<file path="src/sv/cht_pkg.sv">
`default_nettype none
// ----------------------------------------------------------------------------
// cht_pkg
// shared constants, types and command structs of the chained hash table
// ----------------------------------------------------------------------------
package cht_pkg;

    localparam int BUCKETS     = 16;
    localparam int NODES       = 64;
    localparam int BIDX_W      = $clog2(BUCKETS);
    localparam int NIDX_W      = $clog2(NODES);
    localparam int LINK_W      = NIDX_W + 1;
    localparam int CNT_W       = NIDX_W + 1;
    localparam int KEY_W       = 31;
    localparam int FUNC_W      = 2;
    localparam int STATUS_W    = 2;
    localparam int BCNT_W      = 5;
    localparam int BUCKET_W    = 4;
    localparam int POS_W       = 6;
    localparam int BCNT_RESET  = 9;

    localparam logic [LINK_W-1:0] NIL = LINK_W'(NODES);

    localparam logic [FUNC_W-1:0] FN_INSERT = 2'd0;
    localparam logic [FUNC_W-1:0] FN_DELETE = 2'd1;
    localparam logic [FUNC_W-1:0] FN_SEARCH = 2'd2;
    localparam logic [FUNC_W-1:0] FN_NONE   = 2'd3;

    localparam logic [STATUS_W-1:0] ST_OK       = 2'd0;
    localparam logic [STATUS_W-1:0] ST_NOTFOUND = 2'd1;
    localparam logic [STATUS_W-1:0] ST_FULL     = 2'd2;

    // controller to datapath
    typedef struct packed {
        logic load;       // capture request
        logic mod_step;   // one restoring division step
        logic head_rd;    // read bucket head to cursor
        logic node_rd;    // issue read of node at cursor
        logic walk;       // advance cursor after node read
        logic link_tail;  // link new node behind chain tail
        logic do_insert;  // commit insert
        logic do_delete;  // commit delete
        logic fin;        // capture status and position
        logic set_result;
        logic [STATUS_W-1:0] status;
    } t_cmd;

    // datapath to controller
    typedef struct packed {
        logic mod_done;
        logic cur_nil;
        logic next_nil;
        logic key_match;
        logic pool_empty;
        logic step_limit;
        logic [FUNC_W-1:0] func;
    } t_stat;

endpackage
`default_nettype wire

</file>
<file path="src/sv/cht_ctrl.sv">
`default_nettype none
// ----------------------------------------------------------------------------
// cht_ctrl
// request sequencer: hash, chain walk and commit of one request at a time
// ----------------------------------------------------------------------------
module cht_ctrl (
    input  wire logic          i_clk,
    input  wire logic          i_rst_n,
    input  wire logic          i_req_fire,
    input  wire logic          i_out_free,
    input  wire cht_pkg::t_stat i_stat,
    output logic               o_busy,
    output cht_pkg::t_cmd      o_cmd
);
    import cht_pkg::*;

    localparam logic [2:0] S_IDLE = 3'd0;
    localparam logic [2:0] S_MOD  = 3'd1;
    localparam logic [2:0] S_HEAD = 3'd2;
    localparam logic [2:0] S_RD   = 3'd3;
    localparam logic [2:0] S_CHK  = 3'd4;
    localparam logic [2:0] S_DONE = 3'd5;
    localparam logic [2:0] S_INS  = 3'd6;

    logic [2:0] r_state, n_state;

    always_ff @(posedge i_clk) begin
        if (!i_rst_n) begin
            r_state <= S_IDLE;
        end else begin
            r_state <= n_state;
        end
    end

    always_comb begin
        n_state = r_state;
        o_cmd   = '0;
        o_busy  = (r_state != S_IDLE);
        case (r_state)
            S_IDLE: begin
                if (i_req_fire) begin
                    o_cmd.load = 1'b1;
                    n_state    = S_MOD;
                end
            end
            S_MOD: begin
                if (i_stat.func == FN_NONE) begin
                    n_state = S_IDLE;
                end else if (i_stat.mod_done) begin
                    n_state = S_HEAD;
                end else begin
                    o_cmd.mod_step = 1'b1;
                end
            end
            S_HEAD: begin
                if (i_stat.func == FN_INSERT && i_stat.pool_empty) begin
                    o_cmd.fin    = 1'b1;
                    o_cmd.status = ST_FULL;
                    n_state      = S_DONE;
                end else begin
                    o_cmd.head_rd = 1'b1;
                    n_state       = S_RD;
                end
            end
            S_RD: begin
                if (i_stat.cur_nil) begin
                    if (i_stat.func == FN_INSERT) begin
                        n_state = S_INS;
                    end else begin
                        o_cmd.fin    = 1'b1;
                        o_cmd.status = ST_NOTFOUND;
                        n_state      = S_DONE;
                    end
                end else begin
                    o_cmd.node_rd = 1'b1;
                    n_state       = S_CHK;
                end
            end
            S_CHK: begin
                if (i_stat.func == FN_INSERT) begin
                    if (i_stat.next_nil || i_stat.step_limit) begin
                        o_cmd.link_tail = 1'b1;
                        n_state         = S_INS;
                    end else begin
                        o_cmd.walk = 1'b1;
                        n_state    = S_RD;
                    end
                end else if (i_stat.key_match) begin
                    o_cmd.do_delete = (i_stat.func == FN_DELETE);
                    o_cmd.fin       = 1'b1;
                    o_cmd.status    = ST_OK;
                    n_state         = S_DONE;
                end else if (i_stat.step_limit) begin
                    o_cmd.fin    = 1'b1;
                    o_cmd.status = ST_NOTFOUND;
                    n_state      = S_DONE;
                end else begin
                    o_cmd.walk = 1'b1;
                    n_state    = S_RD;
                end
            end
            S_INS: begin
                o_cmd.do_insert = 1'b1;
                o_cmd.fin       = 1'b1;
                o_cmd.status    = ST_OK;
                n_state         = S_DONE;
            end
            S_DONE: begin
                if (i_out_free) begin
                    o_cmd.set_result = 1'b1;
                    n_state          = S_IDLE;
                end
            end
            default: begin
                n_state = S_IDLE;
            end
        endcase
    end

endmodule
`default_nettype wire

</file>
<file path="src/sv/cht_dp.sv">
`default_nettype none
// ----------------------------------------------------------------------------
// cht_dp
// datapath: bucket divider, chain stores, free stack and result register
// ----------------------------------------------------------------------------
module cht_dp (
    input  wire logic                          i_clk,
    input  wire logic                          i_rst_n,
    input  wire cht_pkg::t_cmd                 i_cmd,
    input  wire logic [cht_pkg::FUNC_W-1:0]    i_func,
    input  wire logic [cht_pkg::KEY_W-1:0]     i_key,
    input  wire logic                          i_cfg_fire,
    input  wire logic [cht_pkg::BCNT_W-1:0]    i_cfg_data,
    input  wire logic                          i_out_ready,
    output cht_pkg::t_stat                     o_stat,
    output logic                               o_out_free,
    output logic                               o_out_valid,
    output logic [cht_pkg::STATUS_W-1:0]       o_status,
    output logic [cht_pkg::BUCKET_W-1:0]       o_bucket,
    output logic [cht_pkg::POS_W-1:0]          o_pos
);
    import cht_pkg::*;

    localparam int DIV_W  = BIDX_W + 1;
    localparam int STEP_W = $clog2(KEY_W + 1);

    logic [BCNT_W-1:0]    r_bcnt;
    logic [FUNC_W-1:0]    r_func;
    logic [KEY_W-1:0]     r_key;
    logic [KEY_W-1:0]     r_quo;
    logic [DIV_W-1:0]     r_rem;
    logic [DIV_W-1:0]     r_div;
    logic [STEP_W-1:0]    r_mstep;
    logic [LINK_W-1:0]    r_cur, r_prev;
    logic [POS_W:0]       r_pos;
    logic [CNT_W-1:0]     r_free_total;
    logic [KEY_W-1:0]     r_rd_key;
    logic [LINK_W-1:0]    r_rd_link;
    logic [LINK_W-1:0]    r_heads [BUCKETS];
    logic [BUCKETS-1:0]   r_head_vld;
    logic [KEY_W-1:0]     r_node_keys  [NODES];
    logic [LINK_W-1:0]    r_node_links [NODES];
    logic [NIDX_W-1:0]    r_free_mem   [NODES];
    logic [NODES-1:0]     r_free_vld;
    logic [NIDX_W-1:0]    r_pop_mem;
    logic                 r_pop_vld;
    logic [NIDX_W-1:0]    r_pop_top;
    logic                 r_out_valid;
    logic [STATUS_W-1:0]  r_res_status;
    logic [POS_W-1:0]     r_res_pos;
    logic [STATUS_W-1:0]  r_status;
    logic [BUCKET_W-1:0]  r_bucket;
    logic [POS_W-1:0]     r_opos;
    logic [DIV_W:0]       w_trial;
    logic [DIV_W:0]       w_sub;
    logic [BIDX_W-1:0]    w_b;
    logic [LINK_W-1:0]    w_head;
    logic [NIDX_W-1:0]    w_cur_idx;
    logic [NIDX_W-1:0]    w_prev_idx;
    logic [NIDX_W-1:0]    w_new;
    logic [NIDX_W-1:0]    w_top_idx;
    logic [NIDX_W-1:0]    w_push_idx;
    logic                 w_lnk_we;
    logic [NIDX_W-1:0]    w_lnk_addr;
    logic [LINK_W-1:0]    w_lnk_data;

    // divider takes one quotient bit per cycle, msb first
    assign w_trial = {r_rem, r_quo[KEY_W-1]};
    assign w_sub   = w_trial - {1'b0, r_div};
    assign w_b     = r_rem[BIDX_W-1:0];
    assign w_head  = r_head_vld[w_b] ? r_heads[w_b] : NIL;
    assign w_cur_idx  = r_cur[NIDX_W-1:0];
    assign w_prev_idx = r_prev[NIDX_W-1:0];
    assign w_top_idx  = NIDX_W'(r_free_total - CNT_W'(1));
    assign w_new      = r_pop_vld ? r_pop_mem : r_pop_top;
    assign w_push_idx = r_free_total[NIDX_W-1:0];

    always_ff @(posedge i_clk) begin
        if (!i_rst_n) begin
            r_bcnt <= BCNT_W'(BCNT_RESET);
        end else if (i_cfg_fire) begin
            r_bcnt <= i_cfg_data;
        end
    end

    always_ff @(posedge i_clk) begin
        if (i_cmd.load) begin
            r_func  <= i_func;
            r_key   <= i_key;
            r_quo   <= i_key;
            r_rem   <= '0;
            r_mstep <= '0;
            r_pos   <= '0;
            r_prev  <= NIL;
            if (r_bcnt == '0) begin
                r_div <= DIV_W'(1);
            end else if (r_bcnt > BCNT_W'(BUCKETS)) begin
                r_div <= DIV_W'(BUCKETS);
            end else begin
                r_div <= DIV_W'(r_bcnt);
            end
        end
        if (i_cmd.mod_step) begin
            r_quo   <= {r_quo[KEY_W-2:0], 1'b0};
            r_mstep <= r_mstep + STEP_W'(1);
            if (!w_sub[DIV_W]) begin
                r_rem <= w_sub[DIV_W-1:0];
            end else begin
                r_rem <= w_trial[DIV_W-1:0];
            end
        end
        if (i_cmd.head_rd) begin
            r_cur <= w_head;
        end
        if (i_cmd.walk) begin
            r_prev <= r_cur;
            r_cur  <= r_rd_link;
            r_pos  <= r_pos + (POS_W+1)'(1);
        end
    end

    // single link write port
    always_comb begin
        w_lnk_we   = 1'b0;
        w_lnk_addr = w_cur_idx;
        w_lnk_data = NIL;
        if (i_cmd.do_insert) begin
            w_lnk_we   = 1'b1;
            w_lnk_addr = w_new;
            w_lnk_data = NIL;
        end else if (i_cmd.link_tail) begin
            w_lnk_we   = 1'b1;
            w_lnk_addr = w_cur_idx;
            w_lnk_data = {1'b0, w_new};
        end else if (i_cmd.do_delete && r_prev != NIL) begin
            w_lnk_we   = 1'b1;
            w_lnk_addr = w_prev_idx;
            w_lnk_data = r_rd_link;
        end
    end

    // node store
    always_ff @(posedge i_clk) begin
        if (i_cmd.do_insert) begin
            r_node_keys[w_new] <= r_key;
        end
        if (w_lnk_we) begin
            r_node_links[w_lnk_addr] <= w_lnk_data;
        end
        if (i_cmd.node_rd) begin
            r_rd_key  <= r_node_keys[w_cur_idx];
            r_rd_link <= r_node_links[w_cur_idx];
        end
    end

    // free stack store, top entry read every cycle
    always_ff @(posedge i_clk) begin
        if (i_cmd.do_delete && r_free_total < CNT_W'(NODES)) begin
            r_free_mem[w_push_idx] <= w_cur_idx;
        end
        r_pop_mem <= r_free_mem[w_top_idx];
        r_pop_vld <= r_free_vld[w_top_idx];
        r_pop_top <= w_top_idx;
    end

    // bucket heads and free stack control
    always_ff @(posedge i_clk) begin
        if (!i_rst_n) begin
            r_head_vld   <= '0;
            r_free_vld   <= '0;
            r_free_total <= CNT_W'(NODES);
        end else begin
            if (i_cmd.do_insert) begin
                r_free_total <= r_free_total - CNT_W'(1);
                if (r_cur == NIL) begin
                    r_heads[w_b]    <= {1'b0, w_new};
                    r_head_vld[w_b] <= 1'b1;
                end
            end
            if (i_cmd.do_delete) begin
                if (r_prev == NIL) begin
                    r_heads[w_b]    <= r_rd_link;
                    r_head_vld[w_b] <= 1'b1;
                end
                if (r_free_total < CNT_W'(NODES)) begin
                    r_free_vld[w_push_idx] <= 1'b1;
                    r_free_total           <= r_free_total + CNT_W'(1);
                end
            end
        end
    end

    // result register
    always_ff @(posedge i_clk) begin
        if (!i_rst_n) begin
            r_out_valid <= 1'b0;
        end else if (i_cmd.set_result) begin
            r_out_valid <= 1'b1;
        end else if (i_out_ready) begin
            r_out_valid <= 1'b0;
        end
    end

    always_ff @(posedge i_clk) begin
        if (i_cmd.fin) begin
            r_res_status <= i_cmd.status;
            if (i_cmd.status != ST_OK) begin
                r_res_pos <= '0;
            end else if (i_cmd.do_insert && r_cur != NIL) begin
                r_res_pos <= POS_W'(r_pos + (POS_W+1)'(1));
            end else begin
                r_res_pos <= POS_W'(r_pos);
            end
        end
        if (i_cmd.set_result) begin
            r_status <= r_res_status;
            r_bucket <= BUCKET_W'(w_b);
            r_opos   <= r_res_pos;
        end
    end

    assign o_stat.mod_done   = (r_mstep == STEP_W'(KEY_W));
    assign o_stat.cur_nil    = (r_cur == NIL);
    assign o_stat.next_nil   = r_rd_link[LINK_W-1];
    assign o_stat.key_match  = (r_rd_key == r_key);
    assign o_stat.pool_empty = (r_free_total == '0);
    assign o_stat.step_limit = (r_pos == (POS_W+1)'(NODES - 1));
    assign o_stat.func       = r_func;

    assign o_out_free  = !r_out_valid || i_out_ready;
    assign o_out_valid = r_out_valid;
    assign o_status    = r_status;
    assign o_bucket    = r_bucket;
    assign o_pos       = r_opos;

endmodule
`default_nettype wire

</file>
<file path="src/sv/chained_hash_table_unit.sv">
`default_nettype none
// ----------------------------------------------------------------------------
// chained_hash_table_unit
// hash table with separate chaining over a bounded node pool
// ----------------------------------------------------------------------------
// channel   direction  signals
// request   in         i_valid / o_ready, i_func, i_key
// result    out        o_valid / i_ready, o_status, o_bucket, o_chain_position
// config    in         i_cfg_valid / o_cfg_ready, i_cfg_data (bucket_count)
//
// one request at a time: after acceptance the divider reduces the key to a bucket,
// the bucket head is read, each chain entry visited is read and checked, an insert
// commits its node, and the result is posted; a full pool skips the walk, and a
// none request posts no result; the bucket divider (one bit per cycle) and the
// single-port node walk set the pace; synchronous active-low reset clears heads and
// the free stack at once; a finished result waits in the output register; the next
// request is taken
module chained_hash_table_unit (
    input  wire logic                        i_clk,
    input  wire logic                        i_rst_n,
    input  wire logic                        i_valid,
    output logic                             o_ready,
    input  wire logic [cht_pkg::FUNC_W-1:0]  i_func,
    input  wire logic [cht_pkg::KEY_W-1:0]   i_key,
    output logic                             o_valid,
    input  wire logic                        i_ready,
    output logic [cht_pkg::STATUS_W-1:0]     o_status,
    output logic [cht_pkg::BUCKET_W-1:0]     o_bucket,
    output logic [cht_pkg::POS_W-1:0]        o_chain_position,
    input  wire logic                        i_cfg_valid,
    output logic                             o_cfg_ready,
    input  wire logic [cht_pkg::BCNT_W-1:0]  i_cfg_data
);
    import cht_pkg::*;

    t_cmd  w_cmd;
    t_stat w_stat;
    logic  w_busy;
    logic  w_out_free;

    assign o_ready     = !w_busy;
    assign o_cfg_ready = 1'b1;

    cht_ctrl u_ctrl (
        .i_clk      (i_clk),
        .i_rst_n    (i_rst_n),
        .i_req_fire (i_valid && !w_busy),
        .i_out_free (w_out_free),
        .i_stat     (w_stat),
        .o_busy     (w_busy),
        .o_cmd      (w_cmd)
    );

    cht_dp u_dp (
        .i_clk       (i_clk),
        .i_rst_n     (i_rst_n),
        .i_cmd       (w_cmd),
        .i_func      (i_func),
        .i_key       (i_key),
        .i_cfg_fire  (i_cfg_valid),
        .i_cfg_data  (i_cfg_data),
        .i_out_ready (i_ready),
        .o_stat      (w_stat),
        .o_out_free  (w_out_free),
        .o_out_valid (o_valid),
        .o_status    (o_status),
        .o_bucket    (o_bucket),
        .o_pos       (o_chain_position)
    );

endmodule
`default_nettype wire
</file>
<file path="config.mk">
export PLATFORM = sky130hd
export DESIGN_NAME = chained_hash_table_unit
export DESIGN_NICKNAME = d
export VERILOG_FILES = /design/src/sv/cht_pkg.sv /design/src/sv/cht_ctrl.sv /design/src/sv/cht_dp.sv /design/src/sv/chained_hash_table_unit.sv
export SDC_FILE = /design/constraint.sdc
export NUM_CORES = 2
export LEC_CHECK = 0
export ABC_AREA = 1
export BUFFER_PORTS_ARGS = -buffer_cell sky130_fd_sc_hd__buf_2
export CORE_UTILIZATION = 26
export CTS_BUF_LIST = sky130_fd_sc_hd__clkbuf_8
export CTS_CLUSTER_DIAMETER = 200
export DETAILED_ROUTE_END_ITERATION = 10
export GPL_ROUTABILITY_DRIVEN = 0
export PLACE_DENSITY = 0.46
export SYNTH_ARGS = -nofsm -noshare
export SYNTH_HDL_FRONTEND = slang
export SYNTH_SLANG_ARGS = --single-unit
</file>
<file path="constraint.sdc">
create_clock -name i_clk -period 6.42 [get_ports i_clk]
set_input_delay 1.284 -clock i_clk [delete_from_list [all_inputs] [get_ports i_clk]]
set_output_delay 1.284 -clock i_clk [all_outputs]
set_load 0.02 [all_outputs]
</file>
==> results.py <==
metrics = {
    "final_layout": {
        "fin_util": 0.2998,
        "drive_above_1_share": 0.1047,
        "nets": 9866,
        "synthToLayoutAreaGrowth_pct": 14.62,
    },
    "job": {
        "maxCapViolCount": 0,
    },
    "grt": {
        "grt_pass1_vias": 82100,
        "grt_max_degree": 245,
        "antenna_found_initial": 30,
        "track_usage": 0.1650,
        "overflow": 0,
        "grt_pass1_wl_mm": 592.1,
    },
    "run_status": {
        "outcome": "complete, no violations",
    },
    "sta": {
        "tightest_slew_ns": 1.406,
        "max_freq_ghz": 0.1957,
        "relSlewSlack": 0.05974,
        "min_period_over_period": 0.7958,
        "slew_viol_final": 0,
        "rsz0062_at_grt": "no",
        "hold_violations": 0,
        "final.setup_skew_ns": 0.1093,
        "setup_viol": 0,
        "setup_tns_ns": 0,
        "fin_crit_ns": 5.109,
    },
    "die": {
        "core_area_um2": 479600,
        "die_h_um": 696.6,
        "die-width_um": 696.6,
        "dieArea_um2": 485200,
        "start_util": 0.2616,
        "num_io_pins": 58,
        "fp-row-count": 254,
    },
    "pwr": {
        "p_per_area_nw_per_um2": 328.6,
        "p_leak_nw": 44.89,
        "vdd_drop_max_mv": 0.1865,
        "fin_total_pwr_mw": 47.24,
    },
    "drt": {
        "postRouteAntennaNets": 0,
        "dr_wl_met2_mm": 189.3,
        "dr.max_layer_used": "met5",
        "wire_per_inst_um": 25.06,
        "wl_mm": 416.5,
        "via_per_inst": 5.007,
        "vias": 83220,
        "wl_met1_mm": 183.4,
        "drc": 0,
        "wl_met3_mm": 31.78,
        "dr.first_iter.drc_count": 9054,
        "dr.pass1.iters": 8,
    },
    "synth": {
        "netlist_instances": 9622,
        "synth-simple-area-share": 0.09461,
        "synth_area_um2": 125400,
        "synthMuxAreaShare": 0.001436,
        "synth.distinct_cells": 47,
        "yosysWarnings": 0,
        "synth_area_per_cell_um2": 13.04,
        "synth-xor-area-share": 0.0008379,
        "syn_nets": 9679,
        "yosysTopAreaCell": "edfxtp_1",
        "synth_top_family_by_area": "compound AO/OA/AOI/OAI gates",
        "synthAdderAreaFrac": 0.001456,
        "synth_seq_area_share": 0.7567,
        "synthArstFlopShare": 0,
        "ys.flop_type": "edfxtp_1",
        "synth_edf_count": 3085,
        "yosysTopAreaCellShare": 0.7385,
        "ys_ff_latch": 3199,
        "synth.area.top_cells": "edfxtp_1 (74%), o21ai_0 (6.1%), nor2_1 (5.7%), o221ai_1 (2.3%), o22ai_1 (2.2%)",
        "synth_compound_area_frac": 0.1192,
    },
    "setup_path": {
        "path_class": "flop to flop",
        "cp_num_buf_inv": 1,
        "cp_top_family": "simple AND/OR/NAND/NOR gates",
        "ff2ff_setup_slack_ns": 1.31,
        "startpoint_type": "flop",
        "critical_path.cell_chain": "nand2_1, inv_1, nor2_1, nor2_1, nand2_1, nor2_1, nand2_1, nor2_4, nand3_2, nand2_1, nand3_1, nand2_2, nand4_1, nor2_1",
        "arrival_ns": 5.88,
        "cp-end-kind": "flop",
        "worst_path_max_delay_cell": "nor2_1",
        "crit_required_ns": 7.19,
        "cp_max_fo": 19,
        "slowest_delay_ns": 0.77,
    },
    "cts": {
        "post_cts_resized": 0,
        "clockBufferDepth": 4,
        "hold_buffers": 0,
        "cts_tree": "yes",
        "postCtsSetupBuffers": 0,
        "htree_num_levels": 6,
        "cts_made_buffers": 531,
        "cts.sinks": 3199,
        "cts_root_buf": "clkbuf_8",
        "clk_latency_ns": 1.24,
        "clkTransAtPathRegs_ns": 0.07,
    },
    "hold_path": {
        "worstHoldPathType": "primary input to flop",
    },
    "placed_design": {
        "dp_hpwl_mm": 234.6,
        "portBuffers": 56,
    },
}
[sequential cells by signal (all words and copies together) (netlist names), 7 cells and up, named ones only]
| register | count |
|---|---|
| u_dp.r_node_keys | 1984 |
| u_dp.r_node_links | 448 |
| u_dp.r_free_mem | 384 |
| u_dp.r_heads | 112 |
| u_dp.r_free_vld | 64 |
| u_dp.r_key | 31 |
| u_dp.r_quo | 31 |
| u_dp.r_rd_key | 31 |
| u_dp.r_head_vld | 16 |
| u_dp.r_cur | 7 |
| u_dp.r_free_total | 7 |
| u_dp.r_pos | 7 |
| u_dp.r_prev | 7 |
| u_dp.r_rd_link | 7 |
[through the flow]
| stage | instance area (um2) | setup WS, ns | hold slack, ns | cells |
|---|---|---|---|---|
| finish | 143800 | 1.311 | 0.2901 | 16620 |
| global route | 143800 | 0.9800 | 0.2282 | 16620 |
| CTS | 143700 | 1.329 | 0.1466 | 16610 |
| detailed placement | 134100 | 1.424 | 0.4143 | 15680 |
| global placement | 134100 | 1.465 | 0.4246 | 15680 |
| floorplan | 125400 | 1.950 | 0.4003 | 9622 |
[kinds of logic after synthesis]
| logic type | count (synthesis) |
|---|---|
| multiplexers | 18 |
| flip-flops | 3199 |
| adder cells (fa/ha/maj) | 14 |
| XOR/XNOR | 12 |
| AO/OA/AOI/OAI | 2554 |
| AND/OR/NAND/NOR | 2982 |
| buffers and inverters | 842 |
| other | 1 |
[area by class of cell]
class / instances / area [um2]
inverter: 192 / 749.5
timing repair buffer: 304 / 2492
clock inverter: 380 / 2007
fill: 48170 / 335800
multi-input combinational: 5581 / 27910
sequential: 3199 / 94930
tap: 6400 / 8008
antenna: 8 / 20.02
clock buffer: 556 / 7652
[cells in the final DEF (no fill, tap or decap), drive strengths merged, types with 2 or more instances in the layout]
cell / synthesis / routed
xnor2: 5 / 5
o31ai: 3 / 3
or2: 7 / 7
inv: 185 / 384
mux2i: 18 / 18
a31oi: 7 / 7
a32o: 5 / 5
xor2: 7 / 7
o221ai: 324 / 324
o21ai: 1523 / 1523
clkinvlp: 0 / 18
dfxtp: 114 / 114
a22oi: 6 / 6
a41oi: 2 / 2
o211ai: 110 / 110
buf: 77 / 304
nor3: 16 / 16
diode: 0 / 8
nand2: 617 / 617
nor4: 2 / 2
o32ai: 14 / 14
nand3: 390 / 390
a211oi: 4 / 4
clkinv: 7 / 159
edfxtp: 3085 / 3085
ha: 13 / 13
clkbuf: 573 / 556
bufinv: 0 / 11
a21oi: 120 / 120
nor2: 1924 / 1924
nand4: 25 / 25
o22ai: 432 / 432
[final timing paths]
check	start	cells past startpoint	end
worst max-delay path	u_dp.r_key[17]	14	u_dp.r_node_links[13][0]
worst min-delay path	i_cfg_data[0]	3	u_dp.r_bcnt[0]
worst max register to register	u_dp.r_key[17]	14	u_dp.r_node_links[13][0]
worst min register to register	u_dp.r_res_pos[0]	0	u_dp.o_pos[0]
[worst register-to-register path, stage by stage, from the launching register on]
cell and delay, ns:
edfxtp_1 0.73, nand2_1 0.10, inv_1 0.08, nor2_1 0.04, nor2_1 0.24, nand2_1 0.10, nor2_1 0.25, nand2_1 0.14
nor2_4 0.46, nand3_2 0.58, nand2_1 0.19, nand3_1 0.10, nand2_2 0.17, nand4_1 0.73, nor2_1 0.77
[synth_stat cells, drive strengths merged (110+ instances only)]
| library cell | number |
|---|---|
| a21oi | 120 |
| clkbuf | 573 |
| dfxtp | 114 |
| edfxtp | 3085 |
| inv | 185 |
| nand2 | 617 |
| nand3 | 390 |
| nor2 | 1924 |
| o211ai | 110 |
| o21ai | 1523 |
| o221ai | 324 |
| o22ai | 432 |
[routing by layer]
layer / vias to the layer above / global-route usage
li1: 36340 / -
met1: 42550 / 0.2305
met2: 3643 / 0.2610
met3: 681 / 0.02848
met4: 4 / 0.05127
met5: - / 0
[where the power goes]
group	switching, mW	internal (mW)	total [mW]
clock	8.44	8.48	16.9
combinational	4.82	1.33	6.16
sequential	0.240	23.9	24.2
total	13.5	33.7	47.2
No activity file was read; power rests on OpenSTA's default activity.
